$ cat src/rtl/sor_pkg.sv
// ----------------------------------------------------------------------------
// sor_pkg: shared types and constants of the sigma outlier rejector
// Field widths, datapath widths of the lane and merge stages, and the stage
// numbering that the pipeline control uses.
// ----------------------------------------------------------------------------
`timescale 1ns / 1ps
`default_nettype none

package sor_pkg;

    // Sensor set and field widths
    localparam int NUM_SENSORS = 4;
    localparam int VALUE_W     = 32;
    localparam int FACTOR_W    = 7;
    localparam int COUNT_W     = 3;
    localparam logic [FACTOR_W-1:0] FACTOR_RESET = 7'd4;

    // Datapath widths
    localparam int SUM_W    = VALUE_W + 2;          // sum of four readings
    localparam int K_W      = 3;                    // active count 0..4
    localparam int D_W      = VALUE_W + 4;          // k*x - S with margin
    localparam int MAG_W    = VALUE_W + 3;          // |k*x - S|
    localparam int LO_W     = VALUE_W;
    localparam int HI_W     = MAG_W - LO_W;
    localparam int PP_LL_W  = 2 * LO_W;
    localparam int PP_LH_W  = LO_W + HI_W;
    localparam int PP_HH_W  = 2 * HI_W;
    localparam int SQ_W     = 2 * MAG_W;
    localparam int SUMSQ_W  = SQ_W + 2;
    localparam int LHS_W    = SQ_W + K_W;
    localparam int RHS_W    = SUMSQ_W + FACTOR_W;

    // Pipeline stages
    localparam int NUM_STAGES = 7;
    localparam int ST_SUM     = 0;  // sum and count of active readings
    localparam int ST_MAG     = 1;  // per-lane deviation magnitude
    localparam int ST_PP      = 2;  // partial products of the square
    localparam int ST_SQ      = 3;  // per-lane square
    localparam int ST_SUMSQ   = 4;  // sum of squares
    localparam int ST_MUL     = 5;  // scaled sides of the test
    localparam int ST_OUT     = 6;  // kept flags and count

    typedef logic signed [VALUE_W-1:0] value_t;
    typedef logic signed [SUM_W-1:0]   sum_t;
    typedef logic [K_W-1:0]            k_t;
    typedef logic [SQ_W-1:0]           sq_t;
    typedef logic [LHS_W-1:0]          lhs_t;

    // Load enables of the pipeline stages
    typedef struct packed {
        logic [NUM_STAGES-1:0] en;
    } stage_ctrl_t;

endpackage

`default_nettype wire

$ cat src/rtl/sor_merge.sv
// ----------------------------------------------------------------------------
// sor_merge: combine lane squares and decide which readings to keep
// Sums the lane squares, scales both sides of the rejection test, compares
// each lane against the threshold and counts the kept readings.
// ----------------------------------------------------------------------------
`timescale 1ns / 1ps
`default_nettype none

module sor_merge (
    input  wire logic                                         clk,
    input  wire sor_pkg::stage_ctrl_t                         ctrl,
    input  wire sor_pkg::sq_t [sor_pkg::NUM_SENSORS-1:0]      sq,
    input  wire logic [sor_pkg::NUM_SENSORS-1:0]              act,
    input  wire sor_pkg::k_t                                  k,
    input  wire logic [sor_pkg::FACTOR_W-1:0]                 factor,
    output logic [sor_pkg::NUM_SENSORS-1:0]                   keep,
    output logic [sor_pkg::COUNT_W-1:0]                       kept_count
);

    localparam int NUM_SENSORS = sor_pkg::NUM_SENSORS;
    localparam int SQ_W        = sor_pkg::SQ_W;
    localparam int SUMSQ_W     = sor_pkg::SUMSQ_W;
    localparam int LHS_W       = sor_pkg::LHS_W;
    localparam int RHS_W       = sor_pkg::RHS_W;
    localparam int COUNT_W     = sor_pkg::COUNT_W;

    logic [SUMSQ_W-1:0]                     sumsq_next;
    logic [SUMSQ_W-1:0]                     sumsq_reg;
    sor_pkg::sq_t [NUM_SENSORS-1:0]         sq4_reg;
    logic [NUM_SENSORS-1:0]                 act4_reg;
    sor_pkg::k_t                            k4_reg;

    logic [RHS_W-1:0]                       rhs_next;
    logic [RHS_W-1:0]                       rhs_reg;
    sor_pkg::lhs_t [NUM_SENSORS-1:0]        lhs_next;
    sor_pkg::lhs_t [NUM_SENSORS-1:0]        lhs_reg;
    logic [NUM_SENSORS-1:0]                 act5_reg;

    logic [NUM_SENSORS-1:0]                 keep_next;
    logic [COUNT_W-1:0]                     count_next;
    logic [NUM_SENSORS-1:0]                 keep_reg;
    logic [COUNT_W-1:0]                     count_reg;

    // Sum the lane squares
    always_comb
    begin
        sumsq_next = '0;
        for (int i = 0; i < NUM_SENSORS; i++)
        begin
            sumsq_next = sumsq_next + {{(SUMSQ_W-SQ_W){1'b0}}, sq[i]};
        end
    end

    always_ff @(posedge clk)
    begin
        if (ctrl.en[sor_pkg::ST_SUMSQ])
        begin
            sumsq_reg <= sumsq_next;
            sq4_reg   <= sq;
            act4_reg  <= act;
            k4_reg    <= k;
        end
    end

    // Scale: factor * sum of squares, k * own square
    always_comb
    begin
        rhs_next = {{(RHS_W-sor_pkg::FACTOR_W){1'b0}}, factor}
                 * {{(RHS_W-SUMSQ_W){1'b0}}, sumsq_reg};
        for (int i = 0; i < NUM_SENSORS; i++)
        begin
            lhs_next[i] = '0;
            if (k4_reg[0])
            begin
                lhs_next[i] = lhs_next[i] + {{(LHS_W-SQ_W){1'b0}}, sq4_reg[i]};
            end
            if (k4_reg[1])
            begin
                lhs_next[i] = lhs_next[i] + {{(LHS_W-SQ_W-1){1'b0}}, sq4_reg[i], 1'b0};
            end
            if (k4_reg[2])
            begin
                lhs_next[i] = lhs_next[i] + {{(LHS_W-SQ_W-2){1'b0}}, sq4_reg[i], 2'b00};
            end
        end
    end

    always_ff @(posedge clk)
    begin
        if (ctrl.en[sor_pkg::ST_MUL])
        begin
            rhs_reg  <= rhs_next;
            lhs_reg  <= lhs_next;
            act5_reg <= act4_reg;
        end
    end

    // Keep an active reading unless its scaled square exceeds the threshold, count the kept ones
    always_comb
    begin
        count_next = '0;
        for (int i = 0; i < NUM_SENSORS; i++)
        begin
            keep_next[i] = act5_reg[i]
                && !({{(RHS_W-LHS_W){1'b0}}, lhs_reg[i]} > rhs_reg);
            count_next   = count_next + {{(COUNT_W-1){1'b0}}, keep_next[i]};
        end
    end

    always_ff @(posedge clk)
    begin
        if (ctrl.en[sor_pkg::ST_OUT])
        begin
            keep_reg  <= keep_next;
            count_reg <= count_next;
        end
    end

    assign keep       = keep_reg;
    assign kept_count = count_reg;

endmodule

`default_nettype wire

$ cat config.mk
export PLATFORM = sky130hd
export DESIGN_NAME = sor_merge
export DESIGN_NICKNAME = d
export VERILOG_FILES = /design/src/rtl/sor_pkg.sv /design/src/rtl/sor_merge.sv
export SDC_FILE = /design/constraint.sdc
export NUM_CORES = 2
export LEC_CHECK = 0
export BUFFER_PORTS_ARGS = -buffer_cell sky130_fd_sc_hd__buf_2
export CORE_MARGIN = 4
export CORE_UTILIZATION = 60
export DETAILED_ROUTE_END_ITERATION = 16
export GPL_ROUTABILITY_DRIVEN = 1
export GPL_TIMING_DRIVEN = 0
export HOLD_SLACK_MARGIN = 0.02
export PLACE_DENSITY = 0.77
export SYNTH_ARGS = -nofsm -noshare
export SYNTH_HDL_FRONTEND = slang
export SYNTH_SLANG_ARGS = --single-unit
$ cat constraint.sdc
create_clock -name clk -period 8.9 [get_ports clk]
set_input_delay 1.335 -clock clk [delete_from_list [all_inputs] [get_ports clk]]
set_output_delay 1.335 -clock clk [all_outputs]
set_load 0.02 [all_outputs]
==> results.py <==
metrics = {
    "synthesis": {
        "yosysUniqueCellTypes": 112,
        "netlist_area_mm2": 0.0945,
        "ys_ff_latch": 741,
        "syn_inst": 10947,
        "synth_compound_area_frac": 0.216,
        "synthFlopType": "edfxtp_1",
        "syn-num-nets": 12701,
        "yosys.area_share.simple": 0.166,
        "synth_mux_area_frac": 0.0277,
        "synthArstFlopShare": 0,
        "synth-xor-area-share": 0.0668,
        "synth.avg_cell_area_um2": 8.63,
        "synthAdderAreaFrac": 0.233,
        "synth_seq_area_share": 0.235,
        "synth_top_family_by_area": "adder cells",
        "synth_edf_count": 741,
        "ys_warn_count": 0,
    },
    "pwr": {
        "p_leak_nw": 46.8,
        "ir_drop_mv": 0.583,
        "cellPowerDensity_mw_per_mm2": 461,
        "power.total_mw": 48.0,
    },
    "clocking": {
        "numCtsBuffers": 91,
        "cts-root-buf": "clkbuf_16",
        "hold_buffers": 0,
        "clock_sinks": 741,
        "clk_latency_ns": 0.73,
        "clk_pin_slew_ns": 0.06,
        "h-tree-depth": 3,
        "cts_tree": "done",
        "clock_path_buffers": 3,
    },
    "placement": {
        "gp_congestion": 1.10,
        "io_buffers": 297,
        "detailed_place.area_mm2": 0.0990,
        "dp.cells": 13319,
        "pre_cts_ws_ns": -4.95,
        "hpwl_mm": 328,
    },
    "die": {
        "pin_count": 309,
        "num_rows": 145,
        "fp.dieW_um": 405,
        "core_mm2": 0.156,
        "initial_utilization": 0.604,
        "die_h_um": 405,
        "dieArea_mm2": 0.164,
    },
    "setup_path": {
        "cpMostUsedCell": "buf_12",
        "critPathBufInv": 11,
        "crit_type": "reg -> reg",
        "crit_slowest_cell": "or4b_1",
        "critPathMaxStageDelay_ns": 0.57,
        "required_ns": 9.36,
        "cp-start-kind": "flip-flop",
        "path_delay_family": "compound AO/OA/AOI/OAI gates",
        "startpoint": "k4_reg[0]",
        "worstSetupEndpointType": "flip-flop",
        "rr_startpoint": "k4_reg[0]",
        "critical_path.max_fanout": 11,
        "arrival_ns": 9.35,
    },
    "finish": {
        "layout-drive-gt1-share": 0.0917,
        "fin_cells": 13553,
        "fillers": 12603,
        "final_cell_area_mm2": 0.104,
        "synthToLayoutAreaGrowth_pct": 10.1,
        "largest_reg_flops": 292,
        "final_nets": 13134,
        "final_util": 0.665,
    },
    "detailed_routing": {
        "drc": 0,
        "antenna_left": 0,
        "vias": 93643,
        "first_pass_iters": 9,
        "wirelength_mm": 411,
        "via_per_inst": 6.91,
        "wl_per_cell_um": 30.3,
        "drt-initial-drc-count": 14314,
    },
    "timing": {
        "tns_ns": 0,
        "setup_violations": 0,
        "period_needed_ns": 8.88,
        "fin_skew_ns": 0.0239,
        "maxSlewHeadroom": -0.0706,
        "period_share": 0.998,
        "holdWs_ns": 0.418,
        "fmax_mhz": 113,
        "worst_slack_ns": 0.0166,
        "final_max_slew_viol_count": 77,
        "worst_slew_pin_slew_ns": 1.61,
        "report.final.hold_viol_count": 0,
    },
    "global_routing": {
        "grt_max_degree": 122,
        "grt_pass1_wl_mm": 582,
        "grt_use_total": 0.486,
        "grt_pass1_vias": 88681,
        "antenna_found_initial": 62,
        "gr-total-overflow": 0,
    },
    "min_path": {
        "hold_path_class": "reg -> reg",
        "hp-start": "act4_reg[2]",
    },
    "outcome": {
        "status": "complete, but fails checks",
        "violations": "capacitance limit, slew limit",
    },
    "job": {
        "cap_violations": 8,
    },
}
==> synth_stat cells, drive strengths merged (109+ instances only) <==
cell,count,share of area
nand4,246,0.016
and2,349,0.023
nor2,609,0.024
nand3,184,0.0097
ha,954,0.13
mux2,198,0.024
nor3,109,0.0058
o21a,110,0.0087
clkbuf,495,0.020
fa,498,0.11
edfxtp,741,0.24
o21bai,132,0.010
xor2,300,0.028
xnor2,421,0.039
inv,787,0.031
a21oi,1034,0.055
a21o,600,0.048
nor2b,121,0.0080
o21ai,611,0.032
nand2,1191,0.047
==> layout by cell type, fill, tap and decap left out, types with 56 or more instances in the layout <==
cell / instances
buf_2: 317
ha_1: 939
clkbuf_16: 99
o21ai_0: 562
nand4_1: 246
and3_1: 68
xor2_1: 300
nor2_1: 602
a211oi_1: 66
a31oi_1: 95
edfxtp_1: 741
nor2b_1: 119
nor3_1: 105
mux2_2: 198
o21bai_1: 130
buf_4: 56
nand2b_1: 99
a21oi_1: 1018
nand2_1: 1190
xnor2_1: 421
inv_1: 785
nand3_1: 181
clkbuf_1: 416
o21a_1: 110
and2_1: 348
a21o_1: 598
fa_1: 497
==> final cells by class <==
cell class	instances	area, um^2	share of cell area
diodes	38	95.1	0.000914
plain buffers	537	2540	0.0245
clock buffers	99	2370	0.0228
clock inverters	71	811	0.00779
inverters	789	2970	0.0285
multi-input cells	8855	68100	0.655
flip-flops and latches	741	22300	0.214
well taps	2058	2570	0.0248
repair buffers	365	2270	0.0218
==> kinds of logic (layout without fill, tap and decap cells) <==
family / after synthesis / after routing
buf+inv: 1351 / 1861
fa+ha+maj: 1461 / 1461
flops: 741 / 741
mux: 236 / 236
xor+xnor: 721 / 721
other cells: 0 / 38
simple gates: 3229 / 3229
compound gates: 3208 / 3208
==> power breakdown <==
part | total [mW] | switching [mW] | internal, mW
Sequential | 6.99 | 0.827 | 6.17
Combinational | 36.9 | 22.6 | 14.3
Clock | 4.11 | 1.74 | 2.37
Total | 48.0 | 25.2 | 22.8
==> timing repair <==
| action | in CTS | in global routing |
|---|---|---|
| setup buffers | 22 | 29 |
| endpoints found under the setup margin | 254 | 88 |
| pin swaps | 31 | 39 |
| gates resized for setup | 217 | 121 |
==> final timing paths <==
check	to	slack, ns	cells after the start
min reg2reg	act5_reg[2]	0.42	0
min	act5_reg[2]	0.42	0
max reg2reg	lhs_reg[214]	0.02	34
max	lhs_reg[214]	0.02	34
==> layer usage <==
layer,vias to the layer above,routed length [um],GRT usage
li1,40150,-,-
met1,44632,150000,0.632
met2,7349,163000,0.678
met3,1472,63600,0.167
met4,40,33700,0.330
met5,-,319,0
No activity file was read; power rests on OpenSTA's default activity.
