$ cat src/rtl/sor_pkg.sv
// ----------------------------------------------------------------------------
// sor_pkg: shared types and constants of the sigma outlier rejector
// Field widths, datapath widths of the lane and merge stages, and the stage
// numbering that the pipeline control uses.
// ----------------------------------------------------------------------------
`timescale 1ns / 1ps
`default_nettype none

package sor_pkg;

    // Sensor set and field widths
    localparam int NUM_SENSORS = 4;
    localparam int VALUE_W     = 32;
    localparam int FACTOR_W    = 7;
    localparam int COUNT_W     = 3;
    localparam logic [FACTOR_W-1:0] FACTOR_RESET = 7'd4;

    // Datapath widths
    localparam int SUM_W    = VALUE_W + 2;          // sum of four readings
    localparam int K_W      = 3;                    // active count 0..4
    localparam int D_W      = VALUE_W + 4;          // k*x - S with margin
    localparam int MAG_W    = VALUE_W + 3;          // |k*x - S|
    localparam int LO_W     = VALUE_W;
    localparam int HI_W     = MAG_W - LO_W;
    localparam int PP_LL_W  = 2 * LO_W;
    localparam int PP_LH_W  = LO_W + HI_W;
    localparam int PP_HH_W  = 2 * HI_W;
    localparam int SQ_W     = 2 * MAG_W;
    localparam int SUMSQ_W  = SQ_W + 2;
    localparam int LHS_W    = SQ_W + K_W;
    localparam int RHS_W    = SUMSQ_W + FACTOR_W;

    // Pipeline stages
    localparam int NUM_STAGES = 7;
    localparam int ST_SUM     = 0;  // sum and count of active readings
    localparam int ST_MAG     = 1;  // per-lane deviation magnitude
    localparam int ST_PP      = 2;  // partial products of the square
    localparam int ST_SQ      = 3;  // per-lane square
    localparam int ST_SUMSQ   = 4;  // sum of squares
    localparam int ST_MUL     = 5;  // scaled sides of the test
    localparam int ST_OUT     = 6;  // kept flags and count

    typedef logic signed [VALUE_W-1:0] value_t;
    typedef logic signed [SUM_W-1:0]   sum_t;
    typedef logic [K_W-1:0]            k_t;
    typedef logic [SQ_W-1:0]           sq_t;
    typedef logic [LHS_W-1:0]          lhs_t;

    // Load enables of the pipeline stages
    typedef struct packed {
        logic [NUM_STAGES-1:0] en;
    } stage_ctrl_t;

endpackage

`default_nettype wire

$ cat src/rtl/sor_lane.sv
// ----------------------------------------------------------------------------
// sor_lane: per-sensor deviation square
// Forms |k*x - S| for one reading and squares it from partial products over
// three stages. An inactive reading yields a zero square.
// ----------------------------------------------------------------------------
`timescale 1ns / 1ps
`default_nettype none

module sor_lane (
    input  wire logic                 clk,
    input  wire sor_pkg::stage_ctrl_t ctrl,
    input  wire sor_pkg::value_t      x,
    input  wire logic                 act,
    input  wire sor_pkg::sum_t        sum,
    input  wire sor_pkg::k_t          k,
    output sor_pkg::sq_t              sq,
    output logic                      act_out
);

    localparam int VALUE_W = sor_pkg::VALUE_W;
    localparam int SUM_W   = sor_pkg::SUM_W;
    localparam int D_W     = sor_pkg::D_W;
    localparam int MAG_W   = sor_pkg::MAG_W;
    localparam int LO_W    = sor_pkg::LO_W;
    localparam int HI_W    = sor_pkg::HI_W;
    localparam int PP_LL_W = sor_pkg::PP_LL_W;
    localparam int PP_LH_W = sor_pkg::PP_LH_W;
    localparam int PP_HH_W = sor_pkg::PP_HH_W;
    localparam int SQ_W    = sor_pkg::SQ_W;

    logic signed [D_W-1:0] x_ext;
    logic signed [D_W-1:0] s_ext;
    logic signed [D_W-1:0] kx;
    logic signed [D_W-1:0] d;
    logic signed [D_W-1:0] neg_d;
    logic [MAG_W-1:0]      mag_next;
    logic [MAG_W-1:0]      mag_reg;
    logic                  act1_reg;

    logic [LO_W-1:0]       lo;
    logic [HI_W-1:0]       hi;
    logic [PP_LL_W-1:0]    pp_ll_next;
    logic [PP_LH_W-1:0]    pp_lh_next;
    logic [PP_HH_W-1:0]    pp_hh_next;
    logic [PP_LL_W-1:0]    pp_ll_reg;
    logic [PP_LH_W-1:0]    pp_lh_reg;
    logic [PP_HH_W-1:0]    pp_hh_reg;
    logic                  act2_reg;

    logic [SQ_W-1:0]       sq_next;
    logic [SQ_W-1:0]       sq_reg;
    logic                  act3_reg;

    // Form the deviation k*x - S by shift and add, take its magnitude
    always_comb
    begin
        x_ext = {{(D_W-VALUE_W){x[VALUE_W-1]}}, x};
        s_ext = {{(D_W-SUM_W){sum[SUM_W-1]}}, sum};
        kx    = '0;
        if (k[0])
        begin
            kx = kx + x_ext;
        end
        if (k[1])
        begin
            kx = kx + (x_ext <<< 1);
        end
        if (k[2])
        begin
            kx = kx + (x_ext <<< 2);
        end
        d     = kx - s_ext;
        neg_d = -d;
        if (!act)
        begin
            mag_next = '0;
        end
        else if (d[D_W-1])
        begin
            mag_next = neg_d[MAG_W-1:0];
        end
        else
        begin
            mag_next = d[MAG_W-1:0];
        end
    end

    always_ff @(posedge clk)
    begin
        if (ctrl.en[sor_pkg::ST_MAG])
        begin
            mag_reg  <= mag_next;
            act1_reg <= act;
        end
    end

    // Split the magnitude into low word and high bits, form partial products
    assign lo         = mag_reg[LO_W-1:0];
    assign hi         = mag_reg[MAG_W-1:LO_W];
    assign pp_ll_next = lo * lo;
    assign pp_lh_next = {{HI_W{1'b0}}, lo} * {{LO_W{1'b0}}, hi};
    assign pp_hh_next = {{HI_W{1'b0}}, hi} * {{HI_W{1'b0}}, hi};

    always_ff @(posedge clk)
    begin
        if (ctrl.en[sor_pkg::ST_PP])
        begin
            pp_ll_reg <= pp_ll_next;
            pp_lh_reg <= pp_lh_next;
            pp_hh_reg <= pp_hh_next;
            act2_reg  <= act1_reg;
        end
    end

    // Combine: lo^2 + 2*lo*hi*2^LO_W + hi^2*2^(2*LO_W)
    assign sq_next = {{(SQ_W-PP_LL_W){1'b0}}, pp_ll_reg}
                   + {{(SQ_W-PP_LH_W-LO_W-1){1'b0}}, pp_lh_reg, {(LO_W+1){1'b0}}}
                   + {pp_hh_reg, {(2*LO_W){1'b0}}};

    always_ff @(posedge clk)
    begin
        if (ctrl.en[sor_pkg::ST_SQ])
        begin
            sq_reg   <= sq_next;
            act3_reg <= act2_reg;
        end
    end

    assign sq      = sq_reg;
    assign act_out = act3_reg;

endmodule

`default_nettype wire

$ cat config.mk
export PLATFORM = sky130hd
export DESIGN_NAME = sor_lane
export DESIGN_NICKNAME = d
export VERILOG_FILES = /design/src/rtl/sor_pkg.sv /design/src/rtl/sor_lane.sv
export SDC_FILE = /design/constraint.sdc
export NUM_CORES = 2
export LEC_CHECK = 0
export CORE_AREA = 2 2 382 308
export CTS_CLUSTER_DIAMETER = 30
export CTS_CLUSTER_SIZE = 8
export DETAILED_ROUTE_END_ITERATION = 6
export DIE_AREA = 0 0 384 310
export DONT_BUFFER_PORTS = 1
export GPL_TIMING_DRIVEN = 0
export SLEW_MARGIN = 20
export SYNTH_ARGS = -nofsm -noshare
export SYNTH_HDL_FRONTEND = slang
export SYNTH_SLANG_ARGS = --single-unit
export TNS_END_PERCENT = 20
$ cat constraint.sdc
create_clock -name clk -period 9.2 [get_ports clk]
set_input_delay 1.84 -clock clk [delete_from_list [all_inputs] [get_ports clk]]
set_output_delay 1.84 -clock clk [all_outputs]
set_load 0.01 [all_outputs]
==> run summary <==
* **outcome** completed
* **Top-Level Pins** 149
* **area of the mapped netlist** 46900 µm²
* **ranking of synthesized cells by area** sky130_fd_sc_hd__fa_1 (36%), sky130_fd_sc_hd__edfxtp_1 (13%), sky130_fd_sc_hd__ha_1 (12%)
* **Hold WS** 0.414 ns
* **Ys Warns** 0
* **Synth top area share** 0.360
* **HPWL after detailed placement** 120000 µm
* **number of pins exceeding their max-slew limit in the final report** 0
* **signed area change from the synthesized netlist to the final layout** 11.6%
* **clock net sink count** 210
* **sequential fraction of the synthesis area** 0.135
* **Max stage delay cell, worst path** sky130_fd_sc_hd__or3_1
* **count of cell types in the netlist** 91
* **number of nets at the end of the flow** 6552
* **number of enable-type register cells in the synthesized netlist** 210
* **Main synth FF type** sky130_fd_sc_hd__edfxtp_1
* **final weighted congestion of routability-driven global placement** 0.993
* **Hold Violations, Final** 0
* **remaining antenna violation count after routing** 0
* **number of design-rule violations left by the first detailed-router iteration** 3084
* **CP peak stage delay** 0.42 ns
* **Post-Route Skew** 0.0182 ns
* **syn nets** 6432
* **setup repair after global routing missed its margin** yes
* **Cell Rows** 112
* **DR DRC count** 0
* **clock-pin slew reported for the worst setup and hold paths after clock tree synthesis** 0.04 ns
* **total via count after detailed routing** 35700
* **maximum number of pins on one net before global-route repair** 105
* **share of the clock period used by the worst path** 0.982
* **CP Launch Type** primary input
* **clk buf depth** 3
* **CP Launch Point** k[0]
* **crit-path max FO** 11
* **max reg flops** 69
* **reg-to-reg critical path startpoint** mag_reg[19]
* **Worst slew margin** 0.280
* **time the final worst path needs with I/O delays and setup** 9.04 ns
* **clock latency on the worst-skew pair** 0.58 ns
* **Worst Path Class, Setup** primary input to flip-flop
* **fraction of registers with async set/reset** 0
* **H-tree depth reported by CTS** 2
* **Tightest Hold Check Type** flip-flop to flip-flop
* **average detailed-routed wire length per instance** 21.6 µm
* **starting density of the core** 0.405
* **arrival time worst endpoint** 9.43 ns
* **I/O Buffers** 0
* **CTS tree** done
* **last element of the critical path** mag_reg[27]
* **flop-to-flop setup slack** 0.18 ns
* **reg2reg path depth** 31
* **layout cells sized above 1** 0.0880
* **slew of the pin with the lowest slew margin** 1.08 ns
* **cell seen most often among critical-path stages** sky130_fd_sc_hd__a21oi_2
* **die footprint** 119000 µm²
* **area leader, netlist** sky130_fd_sc_hd__fa_1
* **Routed Wire Length** 147000 µm
* **Core ar.** 116000 µm²
* **residual overflow from global routing** 0
* **number of max-capacitance violations reported** 0
* **Tot GR Track Use** 0.251
* **final setup fails** 0
* **gate count after technology mapping** 5073
* **clock buffers created by TritonCTS** 49
* **clock root cell** sky130_fd_sc_hd__clkbuf_16
* **router iterations before antenna repair** 6
* **antenna violations before repair** 3
* **Die Span Y** 310 µm
* **worst path required time** 9.60 ns
* **placed cell areas** 48800 µm²
* **mean instance size in the synthesized netlist** 9.24 µm²
* **via count of the first global-routing pass** 36900
* **die boundary width** 384 µm
* **capture point of the worst reg-to-reg path** pp_ll_reg[53]
* **achievable frequency** 111 MHz
* **Critical Path Sink Type** flip-flop
* **final standard cell area without fillers** 52300 µm²
* **FF+latch count, synth** 210
* **vias per cell** 5.28
* **first-pass GRT wire length** 225000 µm
-- cell type report --
type,instances,area (µm²)
Fill cell,11100,63300
Sequential cell,210,6310
Inverter,1151,4330
Multi-Input combinational cell,3537,36300
Clock inverter,37,495
Clock buffer,51,1230
Tap cell,1539,1930
Antenna cell,4,10.0
Timing Repair Buffer,87,764
Buffer,157,947
-- how the worst min path moves through the flow --
stage	startpoint	end	slack (ns)	depth (start not counted)
2_1_floorplan	act1_reg	act2_reg	0.40	0
3_3_place_gp	act2_reg	act_out	0.41	0
3_5_place_dp	pp_ll_reg[29]	sq[29]	0.41	0
4_1_cts	pp_ll_reg[29]	sq[29]	0.42	0
5_1_grt	pp_ll_reg[3]	sq[3]	0.42	0
6_report	pp_ll_reg[17]	sq[17]	0.41	0
-- placed cells by master (no fill, tap or decap), types with 42 or more instances in the layout --
cell type	instances
sky130_fd_sc_hd__o21ai_0	121
sky130_fd_sc_hd__buf_4	90
sky130_fd_sc_hd__edfxtp_1	210
sky130_fd_sc_hd__a21o_1	128
sky130_fd_sc_hd__inv_1	1141
sky130_fd_sc_hd__a21oi_1	202
sky130_fd_sc_hd__fa_1	841
sky130_fd_sc_hd__nand3_1	48
sky130_fd_sc_hd__clkbuf_16	51
sky130_fd_sc_hd__and2_1	230
sky130_fd_sc_hd__xor2_1	68
sky130_fd_sc_hd__xnor2_1	145
sky130_fd_sc_hd__o21a_1	48
sky130_fd_sc_hd__ha_1	423
sky130_fd_sc_hd__nor2_1	228
sky130_fd_sc_hd__clkbuf_1	56
sky130_fd_sc_hd__nand2_1	476
sky130_fd_sc_hd__nor3_1	42
-- synthesized netlist by cell type, types with 28 or more instances --
library cell	instances
sky130_fd_sc_hd__a21o_1	128
sky130_fd_sc_hd__a21oi_1	227
sky130_fd_sc_hd__and2_1	232
sky130_fd_sc_hd__and3_1	28
sky130_fd_sc_hd__clkbuf_1	162
sky130_fd_sc_hd__edfxtp_1	210
sky130_fd_sc_hd__fa_1	842
sky130_fd_sc_hd__ha_1	439
sky130_fd_sc_hd__inv_1	1143
sky130_fd_sc_hd__nand2_1	480
sky130_fd_sc_hd__nand3_1	51
sky130_fd_sc_hd__nor2_1	230
sky130_fd_sc_hd__nor3_1	48
sky130_fd_sc_hd__o21a_1	48
sky130_fd_sc_hd__o21ai_0	140
sky130_fd_sc_hd__o21bai_1	29
sky130_fd_sc_hd__or3_1	32
sky130_fd_sc_hd__xnor2_1	146
sky130_fd_sc_hd__xor2_1	71
-- cell families after synthesis --
family	count (synthesis)	share of synthesized area
buf+inv	1326	0.107
fa+ha+maj	1282	0.477
simple gates	1242	0.127
compound gates	761	0.106
xor+xnor	219	0.0412
flops	210	0.135
mux	32	0.00748
other cells	1	0.0000800
-- critical path: cells and delay by family --
family / cells / cell delay, ns
simple gates: 8 / 1.63
mux: 2 / 0.57
buf+inv: 7 / 0.95
xor+xnor: 3 / 0.36
fa+ha+maj: 5 / 1.23
compound gates: 15 / 2.82
-- per-layer routing --
layer  GRT usage  part of all wire  vias to the layer above
li1            -                 -                    16200
met1       0.363              0.45                    17700
met2       0.369              0.42                     1601
met3      0.0712              0.11                      180
met4      0.0599             0.023                        0
met5           0                 0                        -
-- stage by stage --
| step | std cells | util | TNS, ns | setup WS, ns |
|---|---|---|---|---|
| 2_1_floorplan | 5073 | - | 0 | 0.0258 |
| 4_1_cts | 6725 | 0.444 | -0.0354 | -0.0229 |
| 6_report | 6773 | 0.452 | 0 | 0.164 |
| 3_5_place_dp | 6612 | 0.423 | -70.30 | -1.71 |
| 3_3_place_gp | 6612 | 0.422 | -72.86 | -1.75 |
| 5_1_grt | 6769 | 0.452 | -1.52 | -0.105 |
-- repair_timing --
action                     4_1_cts  5_1_grt
setup buffers                   33       52
pin swaps                       26       48
gates cloned                     0        2
hold endpoints to repair         0        0
hold buffers                     0        0
gates resized for setup        185      191
setup endpoints to repair       66       53
Power is left out: the tool's default activity adds up to more than one toggle a clock period on the data nets, which glitch-free logic cannot reach.
